==> src/sv/scp_pkg.sv <==
`timescale 1ns / 1ps
`default_nettype none

package scp_pkg;

    // command codes
    localparam logic [1:0] CMD_CHECK  = 2'd0;
    localparam logic [1:0] CMD_UPDATE = 2'd1;
    localparam logic [1:0] CMD_CLEAR  = 2'd2;

    // denial codes
    localparam logic [2:0] DEN_NONE     = 3'd0;
    localparam logic [2:0] DEN_NOT_INIT = 3'd1;
    localparam logic [2:0] DEN_INVALID  = 3'd2;
    localparam logic [2:0] DEN_CONFLICT = 3'd3;
    localparam logic [2:0] DEN_NO_RED   = 3'd4;

    // output layout
    localparam logic [4:0] A_RED = 5'd0;
    localparam logic [4:0] A_GRN = 5'd2;
    localparam logic [4:0] B_RED = 5'd3;
    localparam logic [4:0] B_GRN = 5'd5;
    localparam logic [4:0] C_RED = 5'd6;
    localparam logic [4:0] C_GRN = 5'd8;
    localparam logic [4:0] D_RED = 5'd9;
    localparam logic [4:0] D_GRN = 5'd11;
    localparam logic [4:0] P_RED = 5'd12;
    localparam logic [4:0] P_GRN = 5'd13;

    localparam logic [31:0] VEH_GREENS = (32'd1 << A_GRN) | (32'd1 << B_GRN)
                                       | (32'd1 << C_GRN) | (32'd1 << D_GRN);
    localparam logic [31:0] ALL_GREENS = VEH_GREENS | (32'd1 << P_GRN);

    typedef logic [31:0] t_word;

    // verdict on one requested bit
    typedef struct packed {
        logic       fail;
        logic [2:0] denial;
        logic [4:0] culprit;
    } t_verdict;

    // outputs that conflict with output idx
    function automatic t_word conflicts_of(input logic [4:0] idx);
        t_word res;
        res = '0;
        case (idx)
            A_GRN, B_GRN, C_GRN, D_GRN: res = ALL_GREENS & ~(32'd1 << idx);
            P_GRN:                      res = VEH_GREENS;
            default:                    res = '0;
        endcase
        return res;
    endfunction

    // the red that must precede a green; has_red low for non-greens
    function automatic logic [5:0] red_for(input logic [4:0] idx);
        logic [5:0] res;
        res = '0;
        case (idx)
            A_GRN:   res = {1'b1, A_RED};
            B_GRN:   res = {1'b1, B_RED};
            C_GRN:   res = {1'b1, C_RED};
            D_GRN:   res = {1'b1, D_RED};
            P_GRN:   res = {1'b1, P_RED};
            default: res = '0;
        endcase
        return res;
    endfunction

    // lowest set green position; collisions only ever land on greens
    function automatic logic [4:0] lowest_green(input t_word coll);
        logic [4:0] res;
        res = P_GRN;
        if (coll[A_GRN]) begin
            res = A_GRN;
        end else if (coll[B_GRN]) begin
            res = B_GRN;
        end else if (coll[C_GRN]) begin
            res = C_GRN;
        end else if (coll[D_GRN]) begin
            res = D_GRN;
        end
        return res;
    endfunction

endpackage

`default_nettype wire

==> src/sv/scp_bit_check.sv <==
`timescale 1ns / 1ps
`default_nettype none

module scp_bit_check
    import scp_pkg::*;
#(
    parameter int NUM_OUTPUTS = 20
) (
    input  wire logic [4:0]             i_idx,
    input  wire logic [NUM_OUTPUTS-1:0] i_active,
    input  wire logic [NUM_OUTPUTS-1:0] i_previous,
    output t_verdict                    o_verdict
);

    t_word      active_w;
    t_word      prev_w;
    t_word      coll;
    logic [5:0] red;

    assign active_w = {{(32-NUM_OUTPUTS){1'b0}}, i_active};
    assign prev_w   = {{(32-NUM_OUTPUTS){1'b0}}, i_previous};
    assign coll     = active_w & conflicts_of(i_idx);
    assign red      = red_for(i_idx);

    // checks in priority order: range, conflict, prior red
    always_comb begin
        o_verdict = '{fail: 1'b0, denial: DEN_NONE, culprit: i_idx};
        if (32'(i_idx) >= 32'(NUM_OUTPUTS)) begin
            o_verdict.fail   = 1'b1;
            o_verdict.denial = DEN_INVALID;
        end else if (coll != '0) begin
            o_verdict.fail    = 1'b1;
            o_verdict.denial  = DEN_CONFLICT;
            o_verdict.culprit = lowest_green(coll);
        end else if (red[5] && !prev_w[red[4:0]]) begin
            o_verdict.fail   = 1'b1;
            o_verdict.denial = DEN_NO_RED;
        end
    end

endmodule

`default_nettype wire

==> src/sv/signal_conflict_permissive_check_unit.sv <==
`timescale 1ns / 1ps
`default_nettype none

// Signal conflict monitor. Each beat carries a command: check a request mask,
// update the active outputs, or clear both masks and arm the monitor. Update,
// clear and unused commands present their result in the cycle after acceptance.
// A check walks the request bits from bit 0 upward through one shared bit
// checker, one bit per cycle, and stops at the first failing bit or once no
// higher request bit remains. A check before the first clear returns a
// not-initialised denial at once. No new beat is taken until the result beat
// has been taken downstream.
module signal_conflict_permissive_check_unit
    import scp_pkg::*;
#(
    parameter int NUM_OUTPUTS = 20
) (
    input  wire logic                   i_clk,
    input  wire logic                   i_rst_n,
    input  wire logic                   i_in_valid,
    output logic                        o_in_stall,
    input  wire logic [1:0]             i_cmd,
    input  wire logic [31:0]            i_mask,
    output logic                        o_out_valid,
    input  wire logic                   i_out_stall,
    output logic                        o_granted,
    output logic [2:0]                  o_denial,
    output logic [4:0]                  o_culprit_output,
    output logic [NUM_OUTPUTS-1:0]      o_active_now
);

    localparam logic [1:0] S_IDLE = 2'd0;
    localparam logic [1:0] S_SCAN = 2'd1;
    localparam logic [1:0] S_DONE = 2'd2;

    localparam logic [4:0] NONE_IDX = 5'(NUM_OUTPUTS);

    logic [1:0]             r_state,   n_state;
    logic [31:0]            r_mask,    n_mask;
    logic [4:0]             r_idx,     n_idx;
    logic                   r_granted, n_granted;
    logic [2:0]             r_denial,  n_denial;
    logic [4:0]             r_culprit, n_culprit;
    logic [NUM_OUTPUTS-1:0] r_active,  n_active;
    logic [NUM_OUTPUTS-1:0] r_prev,    n_prev;
    logic                   r_ready,   n_ready;

    logic     in_acc;
    t_verdict verdict;

    assign in_acc = i_in_valid && !o_in_stall;

    // shared per-bit checker
    scp_bit_check #(
        .NUM_OUTPUTS(NUM_OUTPUTS)
    ) u_bit_check (
        .i_idx      (r_idx),
        .i_active   (r_active),
        .i_previous (r_prev),
        .o_verdict  (verdict)
    );

    // sequencer
    always_comb begin
        n_state   = r_state;
        n_mask    = r_mask;
        n_idx     = r_idx;
        n_granted = r_granted;
        n_denial  = r_denial;
        n_culprit = r_culprit;
        n_active  = r_active;
        n_prev    = r_prev;
        n_ready   = r_ready;
        case (r_state)
            S_IDLE: begin
                if (in_acc) begin
                    n_granted = 1'b0;
                    n_denial  = DEN_NONE;
                    n_culprit = NONE_IDX;
                    n_state   = S_DONE;
                    case (i_cmd)
                        CMD_CHECK: begin
                            if (!r_ready) begin
                                n_denial = DEN_NOT_INIT;
                            end else begin
                                n_mask  = i_mask;
                                n_idx   = '0;
                                n_state = S_SCAN;
                            end
                        end
                        CMD_UPDATE: begin
                            n_prev   = r_active;
                            n_active = i_mask[NUM_OUTPUTS-1:0];
                        end
                        CMD_CLEAR: begin
                            n_prev   = '0;
                            n_active = '0;
                            n_ready  = 1'b1;
                        end
                        default: begin
                            n_state = S_DONE;
                        end
                    endcase
                end
            end
            S_SCAN: begin
                // test the bit at the bottom of the shifted request
                if (r_mask[0] && verdict.fail) begin
                    n_denial  = verdict.denial;
                    n_culprit = verdict.culprit;
                    n_state   = S_DONE;
                end else if (r_mask[31:1] == '0) begin
                    n_granted = 1'b1;
                    n_state   = S_DONE;
                end else begin
                    n_mask = {1'b0, r_mask[31:1]};
                    n_idx  = r_idx + 5'd1;
                end
            end
            S_DONE: begin
                if (!i_out_stall) begin
                    n_state = S_IDLE;
                end
            end
            default: begin
                n_state = S_IDLE;
            end
        endcase
    end

    // control and state registers
    always_ff @(posedge i_clk) begin
        if (!i_rst_n) begin
            r_state  <= S_IDLE;
            r_active <= '0;
            r_prev   <= '0;
            r_ready  <= 1'b0;
        end else begin
            r_state  <= n_state;
            r_active <= n_active;
            r_prev   <= n_prev;
            r_ready  <= n_ready;
        end
    end

    // payload registers
    always_ff @(posedge i_clk) begin
        r_mask    <= n_mask;
        r_idx     <= n_idx;
        r_granted <= n_granted;
        r_denial  <= n_denial;
        r_culprit <= n_culprit;
    end

    assign o_in_stall       = (r_state != S_IDLE);
    assign o_out_valid      = (r_state == S_DONE);
    assign o_granted        = r_granted;
    assign o_denial         = r_denial;
    assign o_culprit_output = r_culprit;
    assign o_active_now     = r_active;

`ifndef NO_ASSERTIONS
    a_grant_clean: assert property (@(posedge i_clk) disable iff (!i_rst_n)
        o_out_valid && o_granted |-> o_denial == DEN_NONE && o_culprit_output == NONE_IDX)
        else $error("grant beat carries a denial");

    a_busy_while_out: assert property (@(posedge i_clk) disable iff (!i_rst_n)
        o_out_valid |-> o_in_stall)
        else $error("input taken while a result beat is pending");

    a_accept_busy: assert property (@(posedge i_clk) disable iff (!i_rst_n)
        in_acc |=> o_in_stall)
        else $error("no busy cycle after an accepted beat");

    a_not_init: assert property (@(posedge i_clk) disable iff (!i_rst_n)
        o_out_valid && !r_ready |-> !o_granted)
        else $error("grant before initialisation");
`endif

endmodule

`default_nettype wire
==> config.mk <==
export PLATFORM = sky130hd
export DESIGN_NAME = signal_conflict_permissive_check_unit
export DESIGN_NICKNAME = d
export VERILOG_FILES = /design/src/sv/scp_pkg.sv /design/src/sv/scp_bit_check.sv /design/src/sv/signal_conflict_permissive_check_unit.sv
export SDC_FILE = /design/constraint.sdc
export NUM_CORES = 1
export LEC_CHECK = 0
export BUFFER_PORTS_ARGS = -buffer_cell sky130_fd_sc_hd__buf_2
export CAP_MARGIN = 20
export CORE_MARGIN = 5
export CORE_UTILIZATION = 60
export DETAILED_ROUTE_END_ITERATION = 8
export PLACE_DENSITY = 0.84
export SYNTH_ARGS = -nofsm -noshare
export SYNTH_HDL_FRONTEND = slang
export SYNTH_SLANG_ARGS = --single-unit
==> constraint.sdc <==
create_clock -name i_clk -period 10 [get_ports i_clk]
set_input_delay 0.5 -clock i_clk [delete_from_list [all_inputs] [get_ports i_clk]]
set_output_delay 0.5 -clock i_clk [all_outputs]
set_load 0.05 [all_outputs]
==> impl_results.md, run 1 <==
- Reg2reg end: r_mask[9]
- Vias in the first global route: 3289
- RSZ-0062 raised after global routing: no
- Vert. Die Dim: 93.07 um
- Top_reg_cell synth: edfxtp_1
- Cts bufs inserted: 9
- Total power: 0.7052 mW
- Vias/cell: 5.798
- CORE AREA: 6756 sq um
- Leakage: 1.854 nW
- Total GRT Usage: 0.2363
- Final setup skew: 0.009988 ns
- Die area: 8662 sq um
- Post-synthesis simple-gate area fraction: 0.2959
- CTS tree: yes
- First-pass GRT wire length: 16170 um
- Largest cells by area after synthesis: edfxtp_1 33%, dfxtp_1 18%, nand2_1 9.7%
- Combinational power share: 0.114
- Count of cell types in the netlist: 53
- Largest net degree at the start of global routing: 69
- Status: finished, final reports clean
- Worst Path Buf+Inv: 2
- Xor-xnor portion of the synthesized cell area: 0.004231
- Filler cells: 546
- WL final: 10030 um
- Ys Warns: 0
- Mapped Nets: 490
- Cells on worst reg2reg path: 9
- HP Start: i_mask[24]
- Die X: 93.07 um
- CP arrival: 3.48 ns
- Max_cap viols: 0
- CTS Hold Bufs: 0
- Starting Density: 0.6128
- Max-slew violation count: 0
- Mean Syn Cell Area: 9.304 sq um
- Post-route non-filler standard cell count: 585
- Via count: 3392
- Post-DP HPWL: 6867 um
- Critical R2R Launch: r_idx[1]
- Hold slack: 0.4096 ns
- Maximum vdd drop: 0.00008437 V
- Sequential area share after synthesis: 0.5125
- Drt wl/cell: 17.14 um
- Hold EP: r_mask[24]
- Nets@finish: 545
- Switching Fraction: 0.2564
- Fmax: 0.2894 GHz
- Final setup fails: 0
- Top-area cell type share of the netlist area: 0.3336
- Remaining global-route overflow: 0
- Sequential Power Share: 0.530
- Crit path kind: reg2reg
- Worst setup EP type: flip-flop
- Crit Path Max Fanout: 22
- Initial antenna violation count: 0
- Largest family of logic cells by synthesized area: simple AND/OR/NAND/NOR gates
- Post-synth EDFFs: 46
- FF-to-FF setup slack: 6.54 ns
- Crit path largest cell delay: 0.53 ns
- Synth Instances: 445
- Gates resized, CTS repair: 0
- Cell family with most CP delay: compound AO/OA/AOI/OAI gates
- Synth area leader: edfxtp_1
- Yosys reg bits: 83
- Post-Synth Adder-Cell Area: 0.02115
- Share of post-route cells with drive strength above 1: 0.1842
- Final Hold Fails: 0
- Placed cell count: 569
- Post-Syn Area: 4140 sq um
- Setup_tns: 0 ns
- Min Tclk post-route: 3.455 ns
- ANT cells: 0
- Share of synthesized registers carrying an async set or reset: 0
- Boundary pin count: 69
- Final clock period utilization by the worst path: 0.3455
- Critical Path RT: 10.02 ns
- Hold crit path type: in2reg
- Buffers added on ports: 68
- Cell Int Power: 0.5244 mW
- Clock tree buffer depth: 2
- Hold Path Stages: 3
- CP startpoint kind: flip-flop
- Clock power share: 0.356
- Crit path cell chain: inv_1 > ha_1 > nand4bb_1 > a21boi_0 > a211oi_1 > o311ai_1 > o211ai_1 > nand2_1 > buf_4
- Worst slew pin tran: 0.6374 ns
- Commonest non-fill, non-tap cell in the layout: nand2_1
- Clk_lat worst skew: 0.35 ns
- Area delta synth->final: 13.60%
- DRC Markers: 0
- Post-synthesis mux area share: 0.008160
- H-tree Lvls: 3
- Clock root cell: clkbuf_8
- DRT antenna net count: 0
- 1st-pass router iterations: 5
- Most frequent cells in the layout: 106 x nand2_1, 68 x buf_2, 46 x edfxtp_1, 39 x nor2b_1, 39 x a21oi_1
- Worst slew margin: 0.5740
- Sw Pwr: 0.1808 mW
- Clk sinks: 83
- Slowest-stage cell, CP: nand2_1
- # Post-CTS Setup Buffers: 0
- Num rows: 30
- Clock transition at the registers of the reported paths: 0.09 ns
- First DRT Iteration DRCs: 411
- Pwr Density: 149.9 nW/um^2
- Compound-Gate Fraction of Synth Area: 0.1212
- GPL Wtd Cong: 0.9197
per-layer routing:
metal | track usage | vias up | share of wire
met1 | 0.3157 | 1596 | 0.44
met2 | 0.3983 | 121 | 0.49
met4 | 0.06349 | 0 | 0.014
li1 | - | 1663 | -
met5 | 0 | - | 0
met3 | 0.04103 | 12 | 0.050
through the flow:
step	utilization	cell area [sq um]	setup WS, ns
2_1_floorplan	-	4140	6.860
3_3_place_gp	0.6657	4498	6.723
3_5_place_dp	0.6657	4498	6.605
4_1_cts	0.6961	4703	6.583
5_1_grt	0.6961	4703	6.295
6_report	0.6961	4703	6.545
Yosys cell counts, drive strengths merged, types with 3 or more instances:
master  instances
nor2           11
edfxtp         46
nand2         107
dfxtp          37
a31oi           4
mux2            3
nor4            7
buf             3
a21o            3
a21oi          39
a21boi          3
and2            7
inv            10
nor3            3
clkbuf         25
nand3b          3
nor2b          39
ha              7
nand3           6
o21ai          11
nor3b          34
worst min-delay path, delay by kind of cell:
family / cells / cell delay [ns]
AND/OR/NAND/NOR: 2 / 0.09
buffers and inverters: 1 / 0.07
cell type report:
cell class	instances	area, sq um	share of cell area
Clock buffer	12	156.4	0.03325
Clock inverter	4	48.80	0.01038
Inverter	10	37.54	0.007981
Multi-Input combinational cell	324	1868	0.3972
Sequential cell	83	2122	0.4512
Tap cell	80	100.1	0.02128
Timing Repair Buffer	72	370.4	0.07874
power groups by stage:
stage,clock network (mW),registers (mW),logic [mW]
6_report,0.251,0.374,0.0805
5_1_grt,0.270,0.375,0.0874
4_1_cts,0.252,0.374,0.0808
3_5_place_dp,0,0.381,0.0804
3_3_place_gp,0,0.381,0.0789
2_1_floorplan,0,0.399,0.0393
cell families (layout without fill, tap and decap cells):
family	count (synthesis)	after routing
and+or+nand+nor	232	232
DFF	83	83
adders and majority gates	7	7
buffers and inverters	38	98
muxes	3	3
xor gates and xnor gates	2	2
AOI/OAI and AO/OA	80	80
state kept, by name (all words and copies together) (netlist names):
signal / count
r_idx: 5
r_mask: 32
r_ready: 1
r_state: 2
o_culprit_output: 5
o_granted: 1
o_denial: 3
o_active_now: 20
r_prev: 14
worst max path at each step:
stage                     startpoint   endpoint  slack (ns)  cells past startpoint
after floorplan             r_idx[0]   r_idx[0]        6.86                      8
after global routing        r_idx[1]  r_mask[3]        6.30                      9
after global placement      r_idx[0]  r_mask[6]        6.72                      9
after CTS                   r_idx[0]  r_mask[9]        6.58                      9
after detailed placement    r_idx[0]  r_mask[4]        6.60                      9
final                       r_idx[1]  r_mask[9]        6.54                      9
Power figures use the tool's default switching activity.
==> inputs of run 2 (changes only) <==
ABC_AREA = 1   (was not set)
CORE_UTILIZATION = 56   (was 60)
PLACE_DENSITY = 0.8   (was 0.84)
clock period = 3.23 ns   (was 10 ns; I/O delays follow)
==> run 2 against run 1 <==
Effect of this change: clock skew grew 0.0087 ns; critical path depth grew 4; highest routed layer unchanged; cell area shrank 0.72%; first-iteration DRC count shrank 25%; setup slack lost 6.1 ns; final cell count grew 9.1%; via count grew 6.0%; synthesized cell count grew 6.3%.
==> impl_results.md, run 2 <==
- Count of cell types in the netlist: 31 (was 53)
- Starting Density: 0.5657 (was 0.6128)
- Mean Syn Cell Area: 8.536 sq um (was 9.304 sq um)
- Largest net degree at the start of global routing: 49 (was 69)
- Die area: 9008 sq um (was 8662 sq um)
- Critical Path RT: 3.23 ns (was 10.02 ns)
- Pre-CTS WS: 0.5217 ns (was 6.605 ns)
- Clock root cell: clkbuf_8 (unchanged)
- Mapped Nets: 518 (was 490)
- Ys Warns: 0 (unchanged)
- DRT antenna net count: 0 (unchanged)
- Leakage: 1.966 nW (was 1.854 nW)
- Post-synthesis mux area share: 0 (was 0.008160)
- Fin area: 4669 sq um (was 4703 sq um)
- Switching Fraction: 0.2742 (was 0.2564)
- CTS tree: yes (unchanged)
- Filler cells: 610 (was 546)
- Multi-input gate area: 1645 sq um (was 1868 sq um)
- Max-slew violation count: 0 (unchanged)
- Yosys reg bits: 85 (was 83)
- Pwr Density: 475.7 nW/um^2 (was 149.9 nW/um^2)
- Hold slack: 0.06054 ns (was 0.4096 ns)
- Die X: 94.91 um (was 93.07 um)
- Vert. Die Dim: 94.91 um (was 93.07 um)
- Top-area cell type share of the netlist area: 0.3421 (was 0.3336)
- CP arrival: 2.80 ns (was 3.48 ns)
- Clock transition at the registers of the reported paths: 0.10 ns (was 0.09 ns)
- Gates resized, CTS repair: 0 (unchanged)
- Register area: 2162 sq um (was 2122 sq um)
- Remaining global-route overflow: 0 (unchanged)
- Crit path kind: reg2reg (unchanged)
- Max reg flops: 32 (unchanged)
- Fmax: 0.3573 GHz (was 0.2894 GHz)
- Most flops, register: r_mask (unchanged)
- Hold crit path type: in2reg (unchanged)
- CP startpoint kind: flip-flop (unchanged)
- Boundary pin count: 69 (unchanged)
- Clock tree buffer depth: 2 (unchanged)
- CTS Hold Bufs: 0 (unchanged)
- Status: finished, final reports clean (unchanged)
- Sequential area share after synthesis: 0.5355 (was 0.5125)
- Vias/cell: 5.636 (was 5.798)
- # Post-CTS Setup Buffers: 0 (unchanged)
- Clk sinks: 85 (was 83)
- Worst slew margin: 0.3229 (was 0.5740)
- First DRT Iteration DRCs: 310 (was 411)
- DRC Markers: 0 (unchanged)
- CORE AREA: 7137 sq um (was 6756 sq um)
- H-tree Lvls: 3 (unchanged)
- Compound-Gate Fraction of Synth Area: 0.08987 (was 0.1212)
- Placement-stage cell area: 4466 sq um (was 4498 sq um)
- Clk_lat worst skew: 0.37 ns (was 0.35 ns)
- Final Hold Fails: 0 (unchanged)
- WL final: 9819 um (was 10030 um)
- Post-synthesis simple-gate area fraction: 0.2953 (was 0.2959)
- Cell Int Power: 1.612 mW (was 0.5244 mW)
- Num rows: 31 (was 30)
- Largest family of logic cells by synthesized area: simple AND/OR/NAND/NOR gates (unchanged)
- 1st-pass router iterations: 5 (unchanged)
- Total power: 2.221 mW (was 0.7052 mW)
- Most frequent cells after synthesis: 145 x nand2_1, 46 x edfxtp_1, 41 x a21oi_1, 39 x dfxtp_1, 36 x nand4_1 (was 107 x nand2_1, 46 x edfxtp_1, 39 x a21oi_1, 39 x nor2b_1, 37 x dfxtp_1)
- Maximum vdd drop: 0.0003329 V (was 0.00008437 V)
- Sw Pwr: 0.6090 mW (was 0.1808 mW)
- Total GRT Usage: 0.2331 (was 0.2363)
- Fin worst setup slack: 0.4311 ns (was 6.545 ns)
- Commonest non-fill, non-tap cell in the layout: nand2_1 (unchanged)
- ANT cells: 0 (unchanged)
- Placed cell count: 622 (was 569)
- Top_reg_cell synth: edfxtp_1 (unchanged)
- Final setup skew: 0.01869 ns (was 0.009988 ns)
- Most frequent cell after synthesis: nand2_1 (unchanged)
- GPL Wtd Cong: 0.9186 (was 0.9197)
- Max_cap viols: 0 (unchanged)
- RSZ-0062 raised after global routing: no (unchanged)
- Via count: 3596 (was 3392)
- Post-route non-filler standard cell count: 638 (was 585)
- Vias in the first global route: 3426 (was 3289)
- Share of post-route cells with drive strength above 1: 0.2152 (was 0.1842)
- Post-DP HPWL: 6756 um (was 6867 um)
- Synth area leader: edfxtp_1 (unchanged)
- Initial antenna violation count: 0 (unchanged)
- Most frequent cells in the layout: 145 x nand2_1, 68 x buf_2, 46 x edfxtp_1, 41 x a21oi_1, 39 x dfxtp_1 (was 106 x nand2_1, 68 x buf_2, 46 x edfxtp_1, 39 x nor2b_1, 39 x a21oi_1)
- Synth Instances: 473 (was 445)
- Final clock period utilization by the worst path: 0.8665 (was 0.3455)
- Drt wl/cell: 15.39 um (was 17.14 um)
- Fin util: 0.6543 (was 0.6961)
- Buffers added on ports: 68 (unchanged)
- Largest cells by area after synthesis: edfxtp_1 34%, dfxtp_1 19%, nand2_1 13% (was edfxtp_1 33%, dfxtp_1 18%, nand2_1 9.7%)
- Xor-xnor portion of the synthesized cell area: 0 (was 0.004231)
- Min Tclk post-route: 2.799 ns (was 3.455 ns)
- Share of synthesized registers carrying an async set or reset: 0 (unchanged)
- Area delta synth->final: 15.65% (was 13.60%)
- Post-Syn Area: 4038 sq um (was 4140 sq um)
- Final setup fails: 0 (unchanged)
- First-pass GRT wire length: 16310 um (was 16170 um)
- Sequential Power Share: 0.533 (was 0.530)
- Clock power share: 0.342 (was 0.356)
- Crit Path Max Fanout: 37 (was 22)
- Worst setup EP type: flip-flop (unchanged)
- Post-Synth Adder-Cell Area: 0.02169 (was 0.02115)
- Worst slew pin tran: 1.015 ns (was 0.6374 ns)
- Combinational power share: 0.125 (was 0.114)
- Nets@finish: 579 (was 545)
- Post-synth EDFFs: 46 (unchanged)
- Cts bufs inserted: 9 (unchanged)
- Setup_tns: 0 ns (unchanged)
[run 2: changes by cell type in the layout (fill, tap and decap cells not counted), moves of 4 or more]
cell,change
nand2_2,+4
nand2_1,+39
nor2_1,+7
nor2_2,+4
inv_1,+19
and2_1,-7
o21ai_0,+5
nor3b_1,-33
nand4_1,+34
buf_4,+4
nor2b_1,-39
nand3_1,+24
[run 2: worst max-delay path, cell delays in order, from the launching register on]
cell      delay, ns
edfxtp_1       0.48
inv_1          0.11
ha_1           0.17
nand2_1        0.12
nor2_1         0.26
nor2_1         0.13
o21ai_2        0.20
nand3_2        0.12
nor2_2         0.11
nand2_1        0.08
nand2_1        0.08
nand2_2        0.07
nand2_1        0.07
buf_4          0.40
[run 2: layer usage]
| layer | global-route usage | part of all wire | vias to the layer above | routed length (um) |
|---|---|---|---|---|
| met5 | 0 | 0 | - | 0 |
| met4 | 0.06851 | 0.014 | 0 | 134 |
| met3 | 0.05896 | 0.076 | 16 | 743 |
| met2 | 0.3746 | 0.48 | 153 | 4720 |
| met1 | 0.3120 | 0.43 | 1678 | 4220 |
| li1 | - | - | 1749 | - |
[run 2: kinds of logic (layout without fill, tap and decap cells)]
family / after synthesis / after routing
and+or+nand+nor: 255 / 255
DFF: 85 / 85
AOI/OAI and AO/OA: 65 / 65
buffers and inverters: 61 / 127
adders and majority gates: 7 / 7
[run 2: area by class of cell]
type                       instances  share of cell area
sequential                        85              0.4630
multi-input combinational        327              0.3524
timing repair buffer              76             0.08574
clock buffer                      13             0.03859
inverter                          35             0.02867
tap                               99             0.02653
clock inverter                     3            0.005091
[run 2: path summary, 6_finish.rpt]
path	start	end	slack (ns)	cells after the start
min reg2reg	r_prev[11]	r_prev[11]	0.47	2
max reg2reg	r_idx[1]	r_mask[11]	0.43	13
min	i_mask[27]	r_mask[27]	0.06	3
max	r_idx[1]	r_mask[11]	0.43	13
[run 2: power groups by stage]
stage / combinational (mW) / sequential (mW) / clock (mW)
5_1_grt: 0.300 / 1.19 / 0.826
2_1_floorplan: 0.124 / 1.27 / 0
3_5_place_dp: 0.276 / 1.21 / 0
3_3_place_gp: 0.271 / 1.21 / 0
4_1_cts: 0.277 / 1.18 / 0.776
6_report: 0.277 / 1.18 / 0.761
